<file path="config.mk">
export PLATFORM = sky130hd
export DESIGN_NAME = positional_list_engine
export DESIGN_NICKNAME = d
export VERILOG_FILES = /design/src/ple_pkg.sv /design/src/positional_list_engine.sv
export VERILOG_INCLUDE_DIRS = /design/src /design/src/src
export SDC_FILE = /design/constraint.sdc
export NUM_CORES = 1
export LEC_CHECK = 0
export BUFFER_PORTS_ARGS = -buffer_cell sky130_fd_sc_hd__clkbuf_2
export CAP_MARGIN = 20
export CORE_MARGIN = 2
export CORE_UTILIZATION = 31
export CTS_CLUSTER_SIZE = 20
export DETAILED_ROUTE_END_ITERATION = 6
export GPL_TIMING_DRIVEN = 0
export PLACE_DENSITY_LB_ADDON = 0.12
export SLEW_MARGIN = 10
export SYNTH_ARGS = -nofsm -noshare
export SYNTH_HDL_FRONTEND = slang
export SYNTH_SLANG_ARGS = --single-unit
</file>
<file path="constraint.sdc">
create_clock -name clk -period 18.6 [get_ports clk]
set_input_delay 3.72 -clock clk [delete_from_list [all_inputs] [get_ports clk]]
set_output_delay 3.72 -clock clk [all_outputs]
set_load 0.1 [all_outputs]
</file>
<file path="src/assert_macros.svh">
// Assertion macros used by the RTL that carries checks.
`ifndef ASSERT_MACROS_SVH
`define ASSERT_MACROS_SVH

// Same-cycle implication, checked on every rising edge outside reset.
`define ASSERT_IMPL(label, ante, cons) \
  label: assert property (@(posedge clk) disable iff (!rst_n) (ante) |-> (cons)) \
    else $error("%m: assertion failed");

// Next-cycle implication, checked on every rising edge outside reset.
`define ASSERT_NEXT(label, ante, cons) \
  label: assert property (@(posedge clk) disable iff (!rst_n) (ante) |=> (cons)) \
    else $error("%m: assertion failed");

`endif

</file>
<file path="src/ple_pkg.sv">
// Types and constants of the positional list engine.
`default_nettype none

package ple_pkg;

  localparam int OP_W      = 4;
  localparam int POS_W     = 5;
  localparam int VAL_W     = 32;
  localparam int ST_W      = 3;
  localparam int CNT_W     = 5;
  localparam int MAX_SHOWN = 16;

  typedef enum logic [OP_W-1:0] {
    OP_INSERT_AT   = 4'd0,
    OP_INSERT_HEAD = 4'd1,
    OP_INSERT_TAIL = 4'd2,
    OP_DELETE_AT   = 4'd3,
    OP_DELETE_HEAD = 4'd4,
    OP_DELETE_TAIL = 4'd5,
    OP_SEARCH      = 4'd6,
    OP_SORT        = 4'd7,
    OP_SHOW        = 4'd8
  } op_t;

  typedef enum logic [ST_W-1:0] {
    ST_OK       = 3'd0,
    ST_BADPOS   = 3'd1,
    ST_EMPTY    = 3'd2,
    ST_NOTFOUND = 3'd3,
    ST_FULL     = 3'd4
  } status_t;

  typedef enum logic [3:0] {
    S_IDLE,
    S_INS,
    S_DEL,
    S_SRCH,
    S_SORT_SCAN,
    S_SORT_W1,
    S_SORT_W2,
    S_SHOW_RD,
    S_SHOW_LD,
    S_RESP
  } state_t;

endpackage

`default_nettype wire

</file>
<file path="src/positional_list_engine.sv">
// Positional list engine: bounded ordered list of signed values with a sequenced store.
//
//   channel | direction | ports
//   --------+-----------+--------------------------------------------------------------
//   in      | input     | in_valid, in_ready, in_operation, in_position, in_item_value
//   out     | output    | out_valid, out_ready, out_status, out_found_position,
//           |           | out_element_value, out_element_count, out_last
//
// One item at a time; in_ready is high only while the sequencer is idle.
// Insert shifts one entry per cycle (read one, write the previous); delete shifts the same way.
// Sort is selection sort. Show reads each element shown and then loads it into the out register.
// Reset (rst_n low, synchronous) empties the list; the store itself is never cleared.
// A stalled out channel holds the last result and stops the sequencer when it must load.
`default_nettype none
`include "assert_macros.svh"

module positional_list_engine #(
  parameter int CAPACITY = 16
) (
  input  logic                               clk,
  input  logic                               rst_n,
  input  logic                               in_valid,
  output logic                               in_ready,
  input  logic [ple_pkg::OP_W-1:0]           in_operation,
  input  logic [ple_pkg::POS_W-1:0]          in_position,
  input  logic signed [ple_pkg::VAL_W-1:0]   in_item_value,
  output logic                               out_valid,
  input  logic                               out_ready,
  output logic [ple_pkg::ST_W-1:0]           out_status,
  output logic [ple_pkg::CNT_W-1:0]          out_found_position,
  output logic signed [ple_pkg::VAL_W-1:0]   out_element_value,
  output logic [ple_pkg::CNT_W-1:0]          out_element_count,
  output logic                               out_last
);

  import ple_pkg::*;

  localparam int CW  = $clog2(CAPACITY + 1);
  localparam int AW  = $clog2(CAPACITY);
  localparam int XW0 = (CW > CNT_W) ? CW : CNT_W;
  localparam int XW  = ((XW0 > POS_W) ? XW0 : POS_W) + 1;

  // Element store and its ports
  logic signed [VAL_W-1:0] mem [CAPACITY];
  logic                    mem_we, mem_re;
  logic [AW-1:0]           mem_waddr, mem_raddr;
  logic signed [VAL_W-1:0] mem_wdata;
  logic signed [VAL_W-1:0] rd_data_r;

  // Sequencer registers
  state_t                  state_r, state_nxt;
  logic [CW-1:0]           count_r, count_nxt;
  logic [CW-1:0]           idx_r, idx_nxt;
  logic [CW-1:0]           ptr_r, ptr_nxt;
  logic                    pend_r, pend_nxt;
  logic [AW-1:0]           paddr_r, paddr_nxt;
  logic signed [VAL_W-1:0] val_r, val_nxt;
  logic signed [VAL_W-1:0] min_val_r, min_val_nxt;
  logic signed [VAL_W-1:0] cur_val_r, cur_val_nxt;
  logic [AW-1:0]           min_idx_r, min_idx_nxt;
  status_t                 res_status_r, res_status_nxt;
  logic [CNT_W-1:0]        res_fpos_r, res_fpos_nxt;

  // Output register
  logic                    out_valid_r, out_valid_nxt;
  logic [ST_W-1:0]         out_status_r, out_status_nxt;
  logic [CNT_W-1:0]        out_fpos_r, out_fpos_nxt;
  logic signed [VAL_W-1:0] out_value_r, out_value_nxt;
  logic [CNT_W-1:0]        out_count_r, out_count_nxt;
  logic                    out_last_r, out_last_nxt;

  // Shared compare unit
  logic signed [VAL_W-1:0] cmp_b;
  logic                    cmp_eq, cmp_lt;

  logic [XW-1:0]           pos_x, cnt_x, ptr_x, idx_x, paddr_x;
  logic                    out_free, show_last, list_full;

  assign pos_x   = XW'(in_position);
  assign cnt_x   = XW'(count_r);
  assign ptr_x   = XW'(ptr_r);
  assign idx_x   = XW'(idx_r);
  assign paddr_x = XW'(paddr_r);

  assign cmp_b  = (state_r == S_SRCH) ? val_r : min_val_r;
  assign cmp_eq = (rd_data_r == cmp_b);
  assign cmp_lt = (rd_data_r < cmp_b);

  assign out_free  = !out_valid_r || out_ready;
  assign list_full = (count_r == CW'(CAPACITY));
  assign show_last = (ptr_x + XW'(1) == cnt_x) || (ptr_x == XW'(MAX_SHOWN - 1));

  always_ff @(posedge clk) begin
    if (mem_we) begin
      mem[mem_waddr] <= mem_wdata;
    end
    if (mem_re) begin
      rd_data_r <= mem[mem_raddr];
    end
  end

  always_ff @(posedge clk) begin
    if (!rst_n) begin
      state_r     <= S_IDLE;
      count_r     <= '0;
      pend_r      <= 1'b0;
      out_valid_r <= 1'b0;
    end else begin
      state_r     <= state_nxt;
      count_r     <= count_nxt;
      pend_r      <= pend_nxt;
      out_valid_r <= out_valid_nxt;
    end
  end

  always_ff @(posedge clk) begin
    idx_r        <= idx_nxt;
    ptr_r        <= ptr_nxt;
    paddr_r      <= paddr_nxt;
    val_r        <= val_nxt;
    min_val_r    <= min_val_nxt;
    cur_val_r    <= cur_val_nxt;
    min_idx_r    <= min_idx_nxt;
    res_status_r <= res_status_nxt;
    res_fpos_r   <= res_fpos_nxt;
    out_status_r <= out_status_nxt;
    out_fpos_r   <= out_fpos_nxt;
    out_value_r  <= out_value_nxt;
    out_count_r  <= out_count_nxt;
    out_last_r   <= out_last_nxt;
  end

  always_comb begin
    state_nxt      = state_r;
    count_nxt      = count_r;
    idx_nxt        = idx_r;
    ptr_nxt        = ptr_r;
    pend_nxt       = 1'b0;
    paddr_nxt      = paddr_r;
    val_nxt        = val_r;
    min_val_nxt    = min_val_r;
    cur_val_nxt    = cur_val_r;
    min_idx_nxt    = min_idx_r;
    res_status_nxt = res_status_r;
    res_fpos_nxt   = res_fpos_r;
    out_valid_nxt  = out_valid_r && !out_ready;
    out_status_nxt = out_status_r;
    out_fpos_nxt   = out_fpos_r;
    out_value_nxt  = out_value_r;
    out_count_nxt  = out_count_r;
    out_last_nxt   = out_last_r;
    mem_we         = 1'b0;
    mem_waddr      = '0;
    mem_wdata      = '0;
    mem_re         = 1'b0;
    mem_raddr      = '0;
    in_ready       = 1'b0;

    case (state_r)
      S_IDLE: begin
        in_ready = 1'b1;
        if (in_valid) begin
          val_nxt        = in_item_value;
          res_status_nxt = ST_OK;
          res_fpos_nxt   = '0;
          ptr_nxt        = '0;
          state_nxt      = S_RESP;
          case (in_operation)
            OP_INSERT_AT: begin
              if (pos_x == '0 || pos_x > cnt_x + XW'(1)) begin
                res_status_nxt = ST_BADPOS;
              end else if (list_full) begin
                res_status_nxt = ST_FULL;
              end else begin
                idx_nxt   = CW'(pos_x - XW'(1));
                ptr_nxt   = count_r;
                state_nxt = S_INS;
              end
            end
            OP_INSERT_HEAD, OP_INSERT_TAIL: begin
              if (list_full) begin
                res_status_nxt = ST_FULL;
              end else begin
                idx_nxt   = (in_operation == OP_INSERT_HEAD) ? '0 : count_r;
                ptr_nxt   = count_r;
                state_nxt = S_INS;
              end
            end
            OP_DELETE_AT: begin
              if (count_r == '0) begin
                res_status_nxt = ST_EMPTY;
              end else if (pos_x == '0 || pos_x > cnt_x) begin
                res_status_nxt = ST_BADPOS;
              end else begin
                idx_nxt   = CW'(pos_x - XW'(1));
                ptr_nxt   = CW'(pos_x - XW'(1));
                state_nxt = S_DEL;
              end
            end
            OP_DELETE_HEAD, OP_DELETE_TAIL: begin
              if (count_r == '0) begin
                res_status_nxt = ST_EMPTY;
              end else begin
                idx_nxt   = (in_operation == OP_DELETE_HEAD) ? '0 : count_r - CW'(1);
                ptr_nxt   = (in_operation == OP_DELETE_HEAD) ? '0 : count_r - CW'(1);
                state_nxt = S_DEL;
              end
            end
            OP_SEARCH: begin
              if (count_r == '0) begin
                res_status_nxt = ST_EMPTY;
              end else begin
                state_nxt = S_SRCH;
              end
            end
            OP_SORT: begin
              if (cnt_x > XW'(1)) begin
                idx_nxt   = '0;
                state_nxt = S_SORT_SCAN;
              end
            end
            OP_SHOW: begin
              if (count_r == '0) begin
                res_status_nxt = ST_EMPTY;
              end else begin
                state_nxt = S_SHOW_RD;
              end
            end
            default: begin
              res_status_nxt = ST_OK;
            end
          endcase
        end
      end

      // Move entries up one place, top first; the read of the next source overlaps the write.
      S_INS: begin
        if (pend_r) begin
          mem_we    = 1'b1;
          mem_waddr = paddr_r;
          mem_wdata = rd_data_r;
        end
        if (ptr_r > idx_r) begin
          mem_re    = 1'b1;
          mem_raddr = AW'(ptr_r - CW'(1));
          pend_nxt  = 1'b1;
          paddr_nxt = AW'(ptr_r);
          ptr_nxt   = ptr_r - CW'(1);
        end else if (!pend_r) begin
          mem_we    = 1'b1;
          mem_waddr = AW'(idx_r);
          mem_wdata = val_r;
          count_nxt = count_r + CW'(1);
          state_nxt = S_RESP;
        end
      end

      // Move entries down one place, bottom first.
      S_DEL: begin
        if (pend_r) begin
          mem_we    = 1'b1;
          mem_waddr = paddr_r;
          mem_wdata = rd_data_r;
        end
        if (ptr_x + XW'(1) < cnt_x) begin
          mem_re    = 1'b1;
          mem_raddr = AW'(ptr_r + CW'(1));
          pend_nxt  = 1'b1;
          paddr_nxt = AW'(ptr_r);
          ptr_nxt   = ptr_r + CW'(1);
        end else if (!pend_r) begin
          count_nxt = count_r - CW'(1);
          state_nxt = S_RESP;
        end
      end

      S_SRCH: begin
        if (pend_r && cmp_eq) begin
          res_status_nxt = ST_OK;
          res_fpos_nxt   = CNT_W'(paddr_x + XW'(1));
          state_nxt      = S_RESP;
        end else if (ptr_r < count_r) begin
          mem_re    = 1'b1;
          mem_raddr = AW'(ptr_r);
          pend_nxt  = 1'b1;
          paddr_nxt = AW'(ptr_r);
          ptr_nxt   = ptr_r + CW'(1);
        end else if (!pend_r) begin
          res_status_nxt = ST_NOTFOUND;
          state_nxt      = S_RESP;
        end
      end

      // Scan entries idx..count-1 for the minimum; the first one read seeds it.
      S_SORT_SCAN: begin
        if (pend_r) begin
          if (paddr_r == AW'(idx_r)) begin
            cur_val_nxt = rd_data_r;
            min_val_nxt = rd_data_r;
            min_idx_nxt = paddr_r;
          end else if (cmp_lt) begin
            min_val_nxt = rd_data_r;
            min_idx_nxt = paddr_r;
          end
        end
        if (ptr_r < count_r) begin
          mem_re    = 1'b1;
          mem_raddr = AW'(ptr_r);
          pend_nxt  = 1'b1;
          paddr_nxt = AW'(ptr_r);
          ptr_nxt   = ptr_r + CW'(1);
        end else if (!pend_r) begin
          state_nxt = S_SORT_W1;
        end
      end

      S_SORT_W1: begin
        mem_we    = 1'b1;
        mem_waddr = AW'(idx_r);
        mem_wdata = min_val_r;
        state_nxt = S_SORT_W2;
      end

      S_SORT_W2: begin
        mem_we    = 1'b1;
        mem_waddr = min_idx_r;
        mem_wdata = cur_val_r;
        if (idx_x + XW'(2) >= cnt_x) begin
          state_nxt = S_RESP;
        end else begin
          idx_nxt   = idx_r + CW'(1);
          ptr_nxt   = idx_r + CW'(1);
          state_nxt = S_SORT_SCAN;
        end
      end

      S_SHOW_RD: begin
        mem_re    = 1'b1;
        mem_raddr = AW'(ptr_r);
        state_nxt = S_SHOW_LD;
      end

      // Hold the read data until the output register is free.
      S_SHOW_LD: begin
        if (out_free) begin
          out_valid_nxt  = 1'b1;
          out_status_nxt = ST_OK;
          out_fpos_nxt   = CNT_W'(ptr_x + XW'(1));
          out_value_nxt  = rd_data_r;
          out_count_nxt  = cnt_x[CNT_W-1:0];
          out_last_nxt   = show_last;
          if (show_last) begin
            state_nxt = S_IDLE;
          end else begin
            ptr_nxt   = ptr_r + CW'(1);
            state_nxt = S_SHOW_RD;
          end
        end
      end

      S_RESP: begin
        if (out_free) begin
          out_valid_nxt  = 1'b1;
          out_status_nxt = res_status_r;
          out_fpos_nxt   = res_fpos_r;
          out_value_nxt  = '0;
          out_count_nxt  = cnt_x[CNT_W-1:0];
          out_last_nxt   = 1'b1;
          state_nxt      = S_IDLE;
        end
      end

      default: begin
        state_nxt = S_IDLE;
      end
    endcase
  end

  assign out_valid          = out_valid_r;
  assign out_status         = out_status_r;
  assign out_found_position = out_fpos_r;
  assign out_element_value  = out_value_r;
  assign out_element_count  = out_count_r;
  assign out_last           = out_last_r;

  `ASSERT_IMPL(a_count_in_range, 1'b1, count_r <= CW'(CAPACITY))
  `ASSERT_IMPL(a_idle_count_stable, state_r == S_IDLE, count_nxt == count_r)
  `ASSERT_IMPL(a_write_state,
    mem_we,
    state_r == S_INS || state_r == S_DEL || state_r == S_SORT_W1 || state_r == S_SORT_W2)
  `ASSERT_NEXT(a_full_insert,
    in_valid && in_ready && list_full &&
      (in_operation == OP_INSERT_HEAD || in_operation == OP_INSERT_TAIL),
    state_r == S_RESP && res_status_r == ST_FULL && $stable(count_r))

endmodule

`default_nettype wire
</file>
## Yosys cells after proc, flatten, opt, wreduce, memory -nomap -nowiden

Memory sizes are Yosys's and may differ from the RTL's. A register that Yosys moved wholly into a read port is not among the register bits.
Index checks and enable logic that the tools add are counted.

- Register bits: 179
- RAM bits: 512
- Output and inout bits: 48
- Logic and storage cells: 238
- Memories: 1

Memories:

| memory | words | bits a word | rd ports | clocked after Yosys merged registers in | wr ports | RTL line | RTL |
|---|---|---|---|---|---|---|---|
| mem | 16 | 32 | 1 | 1 | 1 | positional_list_engine.sv:44 | `logic signed [VAL_W-1:0] mem [CAPACITY];` |

- $add $sub $neg: 10
- Order comparisons: 8
- Equal/unequal tests: 47
- Muxes and demuxes: 118
- Reductions and logical operators: 36

Operators by type and width:

| kind | number |
|---|---|
| 32-bit 2-to-1 mux | 8 |
| 5-bit 2-to-1 mux | 31 |
| 4-bit 2-to-1 mux | 32 |
| 32-bit case mux with 4 select lines | 1 |
| 32-bit case mux with 2 select lines | 1 |
| 4-bit case mux with 10 select lines | 1 |
| 5-bit case mux with 2 select lines | 4 |
| 5-bit case mux with 7 select lines | 1 |
| 32-bit equality test | 1 |
| 4-bit by 3-bit equality test with 1-bit output (second input constant) | 8 |
| 32-bit less-than comparator | 1 |
| 4-bit case mux with 4 select lines | 2 |
| 2-bit inequality test (second input constant) | 14 |
| 4-bit case mux with 7 select lines | 1 |
| 3-bit 2-to-1 mux | 9 |
| 5-bit case mux with 5 select lines | 1 |
| 3-bit inequality test (second input constant) | 8 |
| 4-bit case mux with 5 select lines | 1 |
| 5-bit case mux with 4 select lines | 1 |
| 4-bit by 2-bit equality test with 1-bit output (second input constant) | 4 |
| 8-bit AND reduction | 2 |
| 5-bit by 1-bit adder with 5-bit output (second input constant) | 3 |
| 1-bit 2-to-1 mux | 15 |
| 5-bit by 1-bit subtractor with 5-bit output (second input constant) | 3 |
| other kinds (41) | 66 |

## Depth between registers and ports, before layout

Gate-level depths: netlist (run 1).

- Depth in word-level cells: 7
- Gate-level depth with buffers: 17
- Gate-level depth less buffers: 13

## Worst setup path before layout (run 1)

OpenSTA, ideal clock, no wires.

- Path type: input port to flip-flop
- From: input port out_ready
- To: register out_value_r[0], in the netlist out_element_value[0] (enable)
- Setup time: 490 ps
- Data arrival time: 6598 ps
- Required time: 18110 ps
- Setup slack: 11512 ps
- Stages on the path: 2
- Cell sequence: nor2b_1 nor3_1

- Longest elaborated chain between the ends: 3

Ends and longest elaborated chain:

| what | RTL line | RTL |
|---|---|---|
| start, declared | positional_list_engine.sv:28 | `input logic out_ready,` |
| 1-bit logical OR (*) | positional_list_engine.sv:89 | `assign out_free = !out_valid_r \|\| out_ready;` |
| 2-bit inequality test (no line) | -- |  |
| 3-bit AND reduction (no line) (*) | -- |  |
| end signal, assigned | positional_list_engine.sv:128 | `out_value_r <= out_value_nxt;` |
| end, declared | positional_list_engine.sv:68 | `logic signed [VAL_W-1:0] out_value_r, out_value_nxt;` |

Every way passes the cells marked *; elsewhere a longest branch is shown, timed or not.
A chain may end at the register's enable or synchronous reset.

## Worst setup path in the final report (run 1)

- From: register state_r[3]
- To: register rd_data_r[16] (read register of mem), data pin

- Longest elaborated chain between the ends: 6

Ends and longest elaborated chain:

| what | RTL line | RTL |
|---|---|---|
| start, declared | positional_list_engine.sv:51 | `state_t state_r, state_nxt;` |
| start signal, assigned | positional_list_engine.sv:109 | `state_r <= state_nxt;` |
| 4-bit by 2-bit equality test with 1-bit output | positional_list_engine.sv:85, positional_list_engine.sv:159 |  |
| 32-bit 2-to-1 mux | positional_list_engine.sv:85 | `assign cmp_b = (state_r == S_SRCH) ? val_r : min_val_r;` |
| 32-bit equality test | positional_list_engine.sv:86 | `assign cmp_eq = (rd_data_r == cmp_b);` |
| 1-bit logical AND | positional_list_engine.sv:278 | `if (pend_r && cmp_eq) begin` |
| 4-bit 2-to-1 mux / 1-bit 2-to-1 mux (equally long branches) | positional_list_engine.sv:278 |  |
| 4-bit case mux with 5 select lines / 1-bit case mux with 5 select lines (equally long branches) | positional_list_engine.sv:159 | `case (state_r)` |
| end, declared | positional_list_engine.sv:48 | `logic signed [VAL_W-1:0] rd_data_r;` |

Parallel ways exist; a longest one is shown, timed or not.

==> results of run 1 <==
-- power by group through the flow --
stage	clock [uW]	sequential (uW)	combinational, uW
after floorplan	0	2450	983
after global placement	0	2350	1780
after detailed placement	0	2330	1890
final	1610	2300	1880
after CTS	1650	2300	1900
after global routing	1710	2310	2010
-- final timing paths --
kind	end	slack, ns	start
worst max-delay path	rd_data_r[16]$_DFFE_PP_	11.77	state_r[3]$_SDFFE_PN0P_
worst min-delay path	out_element_count[2]$_DFFE_PP_	0.44	count_r[2]$_SDFFE_PN0P_
worst max register to register	rd_data_r[16]$_DFFE_PP_	11.77	state_r[3]$_SDFFE_PN0P_
worst min register to register	out_element_count[2]$_DFFE_PP_	0.44	count_r[2]$_SDFFE_PN0P_
-- logic make-up after synthesis --
family | Yosys count | share of synthesized area [%]
fa+ha+maj | 72 | 2.97
flops | 723 | 71.3
simple gates | 368 | 5.79
compound gates | 285 | 6.76
xor+xnor | 27 | 0.780
mux | 164 | 10.7
buf+inv | 117 | 1.73
-- routing by layer --
layer / track usage (%) / vias to the layer above / share of wire [%]
met3: 3.25 / 138 / 5.3
li1: - / 7596 / -
met1: 27.3 / 9435 / 44
met4: 5.67 / 0 / 2.8
met5: 0 / - / 0
met2: 32.6 / 539 / 48
-- placed cells by master, fill, tap and decap left out, types with 14 or more instances in the layout --
cell type / instances
mux4_2: 128
clkbuf_2: 93
nand2_1: 146
clkinv_2: 14
a21oi_1: 47
a22oi_1: 68
clkbuf_16: 85
o21ai_0: 43
ha_1: 72
buf_4: 20
clkinv_1: 20
edfxtp_1: 712
xnor2_1: 23
nor2b_1: 42
inv_1: 30
a222oi_1: 36
nor2_1: 55
nor3_1: 21
mux2i_1: 33
clkbuf_1: 57
a21o_1: 17
buf_16: 23
buf_2: 25
nor2_4: 16
nand3_1: 18
-- final cells by class --
cell class / instances / area [sq um]
fill: 8969 / 60600
sequential: 723 / 21600
multi-input combinational: 916 / 8350
clock buffer: 101 / 2210
tap: 1276 / 1600
timing repair buffer: 142 / 1490
clock inverter: 50 / 482
buffer: 84 / 402
inverter: 33 / 124
-- sequential cells by signal, indices dropped and copies added (netlist names), 4 cells and up --
signal and count:
val_r 32, out_found_position 5, idx_r 5, mem 512, rd_data_r 32, paddr_r 4, res_fpos_r 5, count_r 5
cur_val_r 32, ptr_r 5, out_element_count 5, state_r 4, out_element_value 32, min_val_r 32, min_idx_r 4
-- critical path: cells and delay by family, from the launching register on --
family | cells | cell delay (ns)
and+or+nand+nor | 6 | 2.35
buffers and inverters | 3 | 2.03
AOI/OAI and AO/OA | 4 | 1.41
adders and majority gates | 1 | 0.40
DFF | 1 | 0.29
muxes | 1 | 0.20
-- stage by stage --
stage	area [sq um]	util [%]
5_1_grt	36300	37.4
3_5_place_dp	33600	34.6
6_report	36300	37.4
3_3_place_gp	32400	33.4
2_1_floorplan	30300	-
4_1_cts	36200	37.4
==> results.toml, run 1 <==
[final_layout]
finalNonFillerCells = 3325
number_of_diodes_added_for_antenna_fixing = 0
area.growth.synth_to_final_pct = 19.6
layout-drive-gt1-share_pct = 23.3
nets = 2100

[drt]
avgViaCountPerCell = 5.33
detail_route.drc_violations = 2
detail_route.wirelength_um = 98900
wl_per_cell_um = 29.7
drt_pass1_iterations = 7
final_antenna_net_count = 0
detailroute.via_count = 17700
first_iter_violations = 1796

[status]
status = "finished with violations"
failed_checks = "design-rule violations"

[clocking]
cts_tree = "yes"
post_cts_resized = 0
cts_post_setup_buffers_inserted = 0
numCtsBuffers = 83
clk-insertion-delay-late_ns = 0.66
cts-hold-fix-buffers = 0
cts.root.buffer_cell = "clkbuf_16"
clock_tree.buffer_depth = 3
cts.reportedPaths.clkPinSlew_ns = 0.06
cts_num_sinks = 723
cts.htree.levels = 3

[logic_synthesis]
synth.area.top_cells = "edfxtp_1 (71%), mux4_2 (9.5%), ha_1 (3.0%)"
asyncSetResetFlopFracSynth_pct = 0
synthesis.nets = 1873
netlist_instances = 1756
ys_seq_area_share_pct = 71.3
ys_top_cells_by_count = "edfxtp_1 (712), nand2_1 (147), mux4_2 (128), nor2_1 (73), ha_1 (72)"
synth_most_common_cell = "edfxtp_1"
synth_enable_flop_cells = 712
syn-cell-area_sq_um = 30300
synthDominantCellAreaShare_pct = 70.5
synthDominantAreaCellType = "edfxtp_1"
postSynthAreaPerCell_sq_um = 17.3
synth-seq-cells = 723
synth-main-ff-cell = "edfxtp_1"
yosysUniqueCellTypes = 72
yosys_warnings = 0

[power_and_ir_drop]
power.share.switching_pct = 35.7
power-per-cell-area_nw_per_um2 = 159
p_seq_share_pct = 39.7
power.clock.fraction_pct = 27.8
power.leakage_uw = 0.0125
finalPower_uw = 5780
worst_supply_voltage_drop_on_vdd_v = 0.0000821
share_comb_of_total_power_pct = 32.4
net-switching-power_uw = 2070
p_int_uw = 3710

[worst_setup_path]
worst-setup-path-type = "reg2reg"
crit_path_largest_cell_delay_ns = 0.95
crit_fanout = 10
critical_path.most_common_cell = "clkbuf_1"
timing.critical_path.slowest_stage_cell = "clkbuf_1"
worst_ep_arrival_time_ns = 7.35
cp_data_required_time_ns = 19.12
ff2ff_path_depth = 15
timing.critical_path.from_type = "register"
end_kind = "register"
cp_cell_sequence = "clkbuf_1 -> or2_2 -> nor2_2 -> clkbuf_1 -> mux2i_1 -> ha_1 -> nand4_2 -> nor4_4 -> nand3_2 -> o2bb2ai_4 -> o21ai_1 -> a21boi_2 -> clkbuf_1 -> a22oi_1 -> nand2_1"

[die]
placementRows = 114
core_region_area_sq_um = 96900
die_width_um = 317
initial_util_pct = 31.3
floorplan.die.height_um = 317
floorplan_die_area_sq_um = 100000
floorplan.io_pins = 93

[grt]
gr-usage-all-layers_pct = 19.9
global_route_wire_length_before_repair_um = 139000
first_global_vias = 18100
grt.overflow.total = 0
antenna_found_initial = 0
largest_net_degree_at_the_start_of_global_routing = 33

[placed_design]
globalplace.congestion = 0.850
port-buffer-count = 91
dp_cells = 3173
post-dp-hpwl_um = 68900
dp_worst_setup_slack_ns = 11.83

[sta]
rsz0062_at_grt = "no"
finalSetupViolations = 0
finalHoldWorstSlack_ns = 0.436
hold_viol_final = 0
worst_slew_margin_rel_pct = 19.3
max_slew_violation_count = 0
post-route-period-util_pct = 36.7
layout_setup_ws_ns = 11.77
timing_worst_slew_pin_value_ns = 1.21
layout_min_cycle_time_ns = 6.83
final_total_negative_setup_slack_ns = 0
achievable-frequency_ghz = 0.147
fin_worst_skew_ns = 0.0590

[hold_path]
timing.hold.worst.class = "reg2reg"
timing.hold.worst_path_depth = 0

[job]
max-cap-violations = 0
No activity file was read; power rests on OpenSTA's default activity.
==> run 2: changes to the inputs <==
Clock period 18.6 ns to 5.6 ns, I/O delays scaled along.
==> run 2 against run 1 <==
  * The run now ends clean
  * Wire length grew 1.5%
  * First-iteration DRC count grew 3.2%
  * Die area is the same
  * Maximum frequency grew 25%
  * Clock power grew to 3.3 times the previous value
  * Non-clock buffer count shrank 1
  * Combinational power grew to 3.3 times the previous value
  * Worst hold slack gained 0.0049 ns
  * Critical path type unchanged
  * Critical endpoint is now rd_data_r[31]$_DFFE_PP_
  * Largest cell class unchanged
==> results.toml, run 2 (synthesis results as in run 1) <==
[power_and_ir_drop]
worst_supply_voltage_drop_on_vdd_v = 0.000243
power.leakage_uw = 0.0125
power-per-cell-area_nw_per_um2 = 530

[grt]
gr-usage-all-layers_pct = 20.2
largest_net_degree_at_the_start_of_global_routing = 33
most_used_routing_layer_in_global_routing = "met2"
global_route_wire_length_before_repair_um = 141000
grt.met2_usage_pct = 32.6
antenna_found_initial = 5
first_global_vias = 18300
globalRouteMet1Util_pct = 28.0
groute.layer.met3.usage_pct = 3.33
grt.overflow.total = 0

[hold_path]
timing.hold.worst_path_depth = 0
timing.hold.worst.class = "reg2reg"

[clocking]
cts_tree = "yes"
cts.root.buffer_cell = "clkbuf_16"
cts.htree.levels = 3
clk-insertion-delay-late_ns = 0.65
clock_tree.buffer_depth = 3
cts_num_sinks = 723
cts-hold-fix-buffers = 0
cts.reportedPaths.clkPinSlew_ns = 0.05
numCtsBuffers = 83

[die]
core_region_area_sq_um = 96900
floorplan.io_pins = 93
initial_util_pct = 31.3
floorplan_die_area_sq_um = 100000
placementRows = 114
floorplan.die.height_um = 317
die_width_um = 317

[sta]
finalSetupViolations = 0
layout_min_cycle_time_ns = 5.45
worst_slew_margin_rel_pct = 23.7
fin_worst_skew_ns = 0.0271
timing_worst_slew_pin_value_ns = 1.14
post-route-period-util_pct = 97.3
rsz0062_at_grt = "no"
max_slew_violation_count = 0
hold_viol_final = 0
achievable-frequency_ghz = 0.183

[final_layout]
fillerInstances = 9091
layout.core_utilization_pct = 37.4
largest_register_ff_count = 512
postLayoutCellArea_sq_um = 36200
most-common-layout-cells = "edfxtp_1 (712), nand2_1 (146), mux4_2 (128), clkbuf_2 (101), clkbuf_16 (85)"
final_common_cell = "edfxtp_1"
area.growth.synth_to_final_pct = 19.4
layout-drive-gt1-share_pct = 23.4
registers.top_by_ff_count = "mem"
nets = 2099
finalNonFillerCells = 3325

[worst_setup_path]
reg2reg_slack_ns = 0.15
worst-setup-path-type = "reg2reg"
worst_ep_arrival_time_ns = 5.82
end_kind = "register"
ff2ff_path_depth = 16
timing.critical_path.from_type = "register"
cp_data_required_time_ns = 5.97
crit_fanout = 10

[drt]
detailroute.via_count = 17900
final_antenna_net_count = 0
detail_route.wirelength_um = 100000
drt_pass1_iterations = 6
wl_per_cell_um = 30.2
avgViaCountPerCell = 5.39
detail_route.drc_violations = 0
first_iter_violations = 1853

[placed_design]
dp_cells = 3172
globalplace.congestion = 0.857
port-buffer-count = 91
post-dp-hpwl_um = 68400
placed_cell_area_sq_um = 33500

[job]
max-cap-violations = 0

[status]
status = "finished, final reports clean"
run 2: cell count changes in the layout (fill, tap and decap cells not counted), moves of 2 or more:
cell | previous run | this run
clkinv_2 | 14 | 12
clkbuf_8 | 2 | 0
buf_16 | 23 | 14
buf_4 | 20 | 18
buf_12 | 11 | 20
clkinv_1 | 20 | 22
clkbuf_1 | 57 | 52
inv_6 | 3 | 1
clkbuf_2 | 93 | 101
run 2: cell type report:
class	instances	area (sq um)	share of cell area, %
clock inverters	48	460	1.27
multi-input cells	916	8370	23.1
diodes	1	2.50	0.00692
repair buffers	141	1420	3.93
inverters	33	124	0.342
clock buffers	103	2190	6.06
plain buffers	84	415	1.15
well taps	1276	1600	4.41
flip-flops and latches	723	21600	59.7
run 2: repair_timing:
item | 4_1_cts | 5_1_grt
gates resized for setup | 10 | 4
pin swaps | 0 | 1
setup buffers | 0 | 0
endpoints found under the setup margin | 56 | 32
run 2: layer usage:
layer	routed length, um	up-vias	part of all wire, %
li1	-	7578	-
met1	44200	9517	44
met2	47400	682	47
met3	5730	153	5.7
met4	3000	0	3.0
met5	0	-	0
run 2: power breakdown:
part / switching (uW) / internal [uW]
clock network: 2230 / 3070
logic: 4320 / 1940
registers: 384 / 7250
run 2: critical path, cell delays in order, from the launching register on:
cell,delay (ns)
dfxtp_1,0.30
clkbuf_1,0.20
or2_2,0.38
nor2_4,0.45
clkbuf_4,0.43
mux2i_1,0.13
ha_1,0.33
nand4_1,0.20
nor4_4,0.57
nand3_2,0.30
o2bb2ai_4,0.29
a21oi_1,0.13
clkbuf_2,0.35
buf_2,0.42
mux4_2,0.36
a22oi_1,0.24
nand2_1,0.09
run 2: per-stage QoR:
step | TNS (ns) | hold WS, ns | power [uW] | worst slack, ns
finish | 0 | 0.441 | 19200 | 0.149
global route | 0 | 0.457 | 20000 | 0.0165
CTS | 0 | 0.442 | 19400 | 0.0144
detailed placement | -27.58 | 0.429 | 14000 | -0.931
global placement | -1147.22 | 0.419 | 13800 | -2.88
floorplan | 0 | 0.403 | 11400 | 0.525
run 2: path summary, 6_finish.rpt:
| path | startpoint | endpoint |
|---|---|---|
| worst max-delay path | state_r[3]$_SDFFE_PN0P_ | rd_data_r[31]$_DFFE_PP_ |
| worst min-delay path | count_r[2]$_SDFFE_PN0P_ | out_element_count[2]$_DFFE_PP_ |
| worst max register to register | state_r[3]$_SDFFE_PN0P_ | rd_data_r[31]$_DFFE_PP_ |
| worst min register to register | count_r[2]$_SDFFE_PN0P_ | out_element_count[2]$_DFFE_PP_ |
==> run 3: changes to the inputs <==
Settings changed: CTS_BUF_LIST from default to sky130_fd_sc_hd__clkbuf_8 sky130_fd_sc_hd__clkbuf_16.
==> run 3 against run 2 <==
  * The flow now finishes with violations (design-rule violations)
  * First-iteration DRC count up 1.0%
  * Combinational power is essentially flat
  * Critical path type unchanged
  * Worst hold slack about the same
  * Largest power group unchanged
  * Largest cell class unchanged
  * Via count is 0.25% lower
  * Sequential power is essentially flat
==> results.toml, run 3 (synthesis results as in run 1) <==
[status]
failed_checks = "design-rule violations"
status = "finished with violations"

[clocking]
cts.root.buffer_cell = "clkbuf_16"
numCtsBuffers = 83
clk-insertion-delay-late_ns = 0.65
cts.reportedPaths.clkPinSlew_ns = 0.05
cts_post_setup_buffers_inserted = 0
cts_tree = "yes"
cts_num_sinks = 723
cts-hold-fix-buffers = 0
clock_tree.buffer_depth = 3
cts.htree.levels = 3

[grt]
gr-usage-all-layers_pct = 20.2
global_route_wire_length_before_repair_um = 141000
antenna_found_initial = 5
first_global_vias = 18300
grt.overflow.total = 0
largest_net_degree_at_the_start_of_global_routing = 33

[power_and_ir_drop]
finalPower_uw = 19200
net-switching-power_uw = 6920
power.clock.fraction_pct = 27.5
power.share.switching_pct = 36.1
share_comb_of_total_power_pct = 32.7
power-per-cell-area_nw_per_um2 = 529
p_int_uw = 12200
worst_supply_voltage_drop_on_vdd_v = 0.000242
p_seq_share_pct = 39.8
power.leakage_uw = 0.0126

[drt]
drt_pass1_iterations = 7
detailroute.via_count = 17900
avgViaCountPerCell = 5.38
detail_route.drc_violations = 5
final_antenna_net_count = 0
detail_route.wirelength_um = 100000
first_iter_violations = 1872
wl_per_cell_um = 30.2

[sta]
layout_setup_ws_ns = 0.147
worst_slew_margin_rel_pct = 23.6
timing_worst_slew_pin_value_ns = 1.15
rsz0062_at_grt = "no"
post-route-period-util_pct = 97.4
hold_viol_final = 0
finalSetupViolations = 0
achievable-frequency_ghz = 0.183
layout_min_cycle_time_ns = 5.45
fin_worst_skew_ns = 0.0274
max_slew_violation_count = 0

[placed_design]
dp_worst_setup_slack_ns = -0.931
post-dp-hpwl_um = 68400
port-buffer-count = 91
globalplace.congestion = 0.857

[worst_setup_path]
cp_cell_sequence = "clkbuf_1 -> or2_2 -> nor2_4 -> clkbuf_4 -> mux2i_1 -> ha_1 -> nand4_1 -> nor4_4 -> nand3_2 -> o2bb2ai_4 -> a21oi_1 -> clkbuf_2 -> buf_2 -> mux4_2 -> a22oi_1 -> nand2_1"
cp_data_required_time_ns = 5.97
family_with_the_most_delay_on_the_worst_path = "simple AND/OR/NAND/NOR gates"
timing.critical_path.from_type = "register"
worst_ep_arrival_time_ns = 5.82
crit_path_largest_cell_delay_ns = 0.58
setup.worst_path.start = "state_r[3]$_SDFFE_PN0P_"
crit_fanout = 10
worstPathBufferInverterCount = 4
timing.rr.start = "state_r[3]$_SDFFE_PN0P_"
worst-setup-path-type = "reg2reg"
end_kind = "register"
timing.critical_path.slowest_stage_cell = "nor4_4"

[die]
core_region_area_sq_um = 96900
floorplan.io_pins = 93
placementRows = 114
floorplan_die_area_sq_um = 100000
die_width_um = 317
initial_util_pct = 31.3
floorplan.die.height_um = 317

[hold_path]
worstHoldStart = "count_r[2]$_SDFFE_PN0P_"
timing.hold.worst.class = "reg2reg"

[final_layout]
layout-drive-gt1-share_pct = 23.4
nets = 2099
final_common_cell = "edfxtp_1"
most-common-layout-cells = "edfxtp_1 (712), nand2_1 (146), mux4_2 (128), clkbuf_2 (101), clkbuf_16 (85)"
area.growth.synth_to_final_pct = 19.4
number_of_diodes_added_for_antenna_fixing = 0
largest_register_ff_count = 512
fillerInstances = 9092
registers.top_by_ff_count = "mem"

[job]
max-cap-violations = 0
==> run 3: cell count changes in the layout (fill, tap and decap cells not counted), sizes merged <==
cell,before,now
diode,1,0
clkbuf,240,222
inv,33,51
==> run 3: layout make-up <==
| type | instances | area, sq um | area share (%) |
|---|---|---|---|
| inverter | 33 | 124 | 0.342 |
| sequential | 723 | 21600 | 59.7 |
| timing repair buffer | 141 | 1420 | 3.93 |
| buffer | 84 | 415 | 1.15 |
| clock buffer | 85 | 2130 | 5.88 |
| clock inverter | 66 | 528 | 1.46 |
| multi-input combinational | 916 | 8370 | 23.1 |
| tap | 1276 | 1600 | 4.41 |
==> run 3: layer usage <==
layer  GRT usage, %  wire [um]
met1           28.0      44300
met2           32.6      47500
met3           3.33       5520
met4           6.25       2950
met5              0          0
==> run 3: repair_timing <==
| item | 4_1_cts | 5_1_grt |
|---|---|---|
| endpoints found under the setup margin | 56 | 32 |
| resized for setup | 10 | 4 |
| pin swaps | 0 | 1 |
| cloned | 0 | 0 |
==> run 3: power groups by stage <==
stage,logic [uW],clock network (uW),registers (uW)
after CTS,6330,5410,7640
after global routing,6710,5600,7690
after global placement,5950,0,7810
final,6260,5270,7630
after floorplan,3270,0,8150
after detailed placement,6290,0,7740
==> run 3: through the flow <==
stage	area, sq um	hold slack (ns)	TNS, ns	cells	utilization, %
after detailed placement	33500	0.429	-27.58	3172	34.6
after global placement	32400	0.419	-1147.22	3123	33.4
after floorplan	30300	0.403	0	1756	-
final	36200	0.441	0	3324	37.4
after CTS	36200	0.442	0	3323	37.3
after global routing	36200	0.457	0	3324	37.4
==> run 3: final timing paths <==
path	to	slack [ns]	cells after the start
max	rd_data_r[31]$_DFFE_PP_	0.15	16
min	out_element_count[2]$_DFFE_PP_	0.44	0
max reg2reg	rd_data_r[31]$_DFFE_PP_	0.15	16
min reg2reg	out_element_count[2]$_DFFE_PP_	0.44	0
==> run 3: worst register-to-register path: cells and delay by family, from the launching register on <==
family / cells / cell delay [ns]
buffers and inverters: 4 / 1.42
muxes: 2 / 0.49
and+or+nand+nor: 6 / 1.99
DFF: 1 / 0.30
AOI/OAI and AO/OA: 3 / 0.67
adders and majority gates: 1 / 0.33
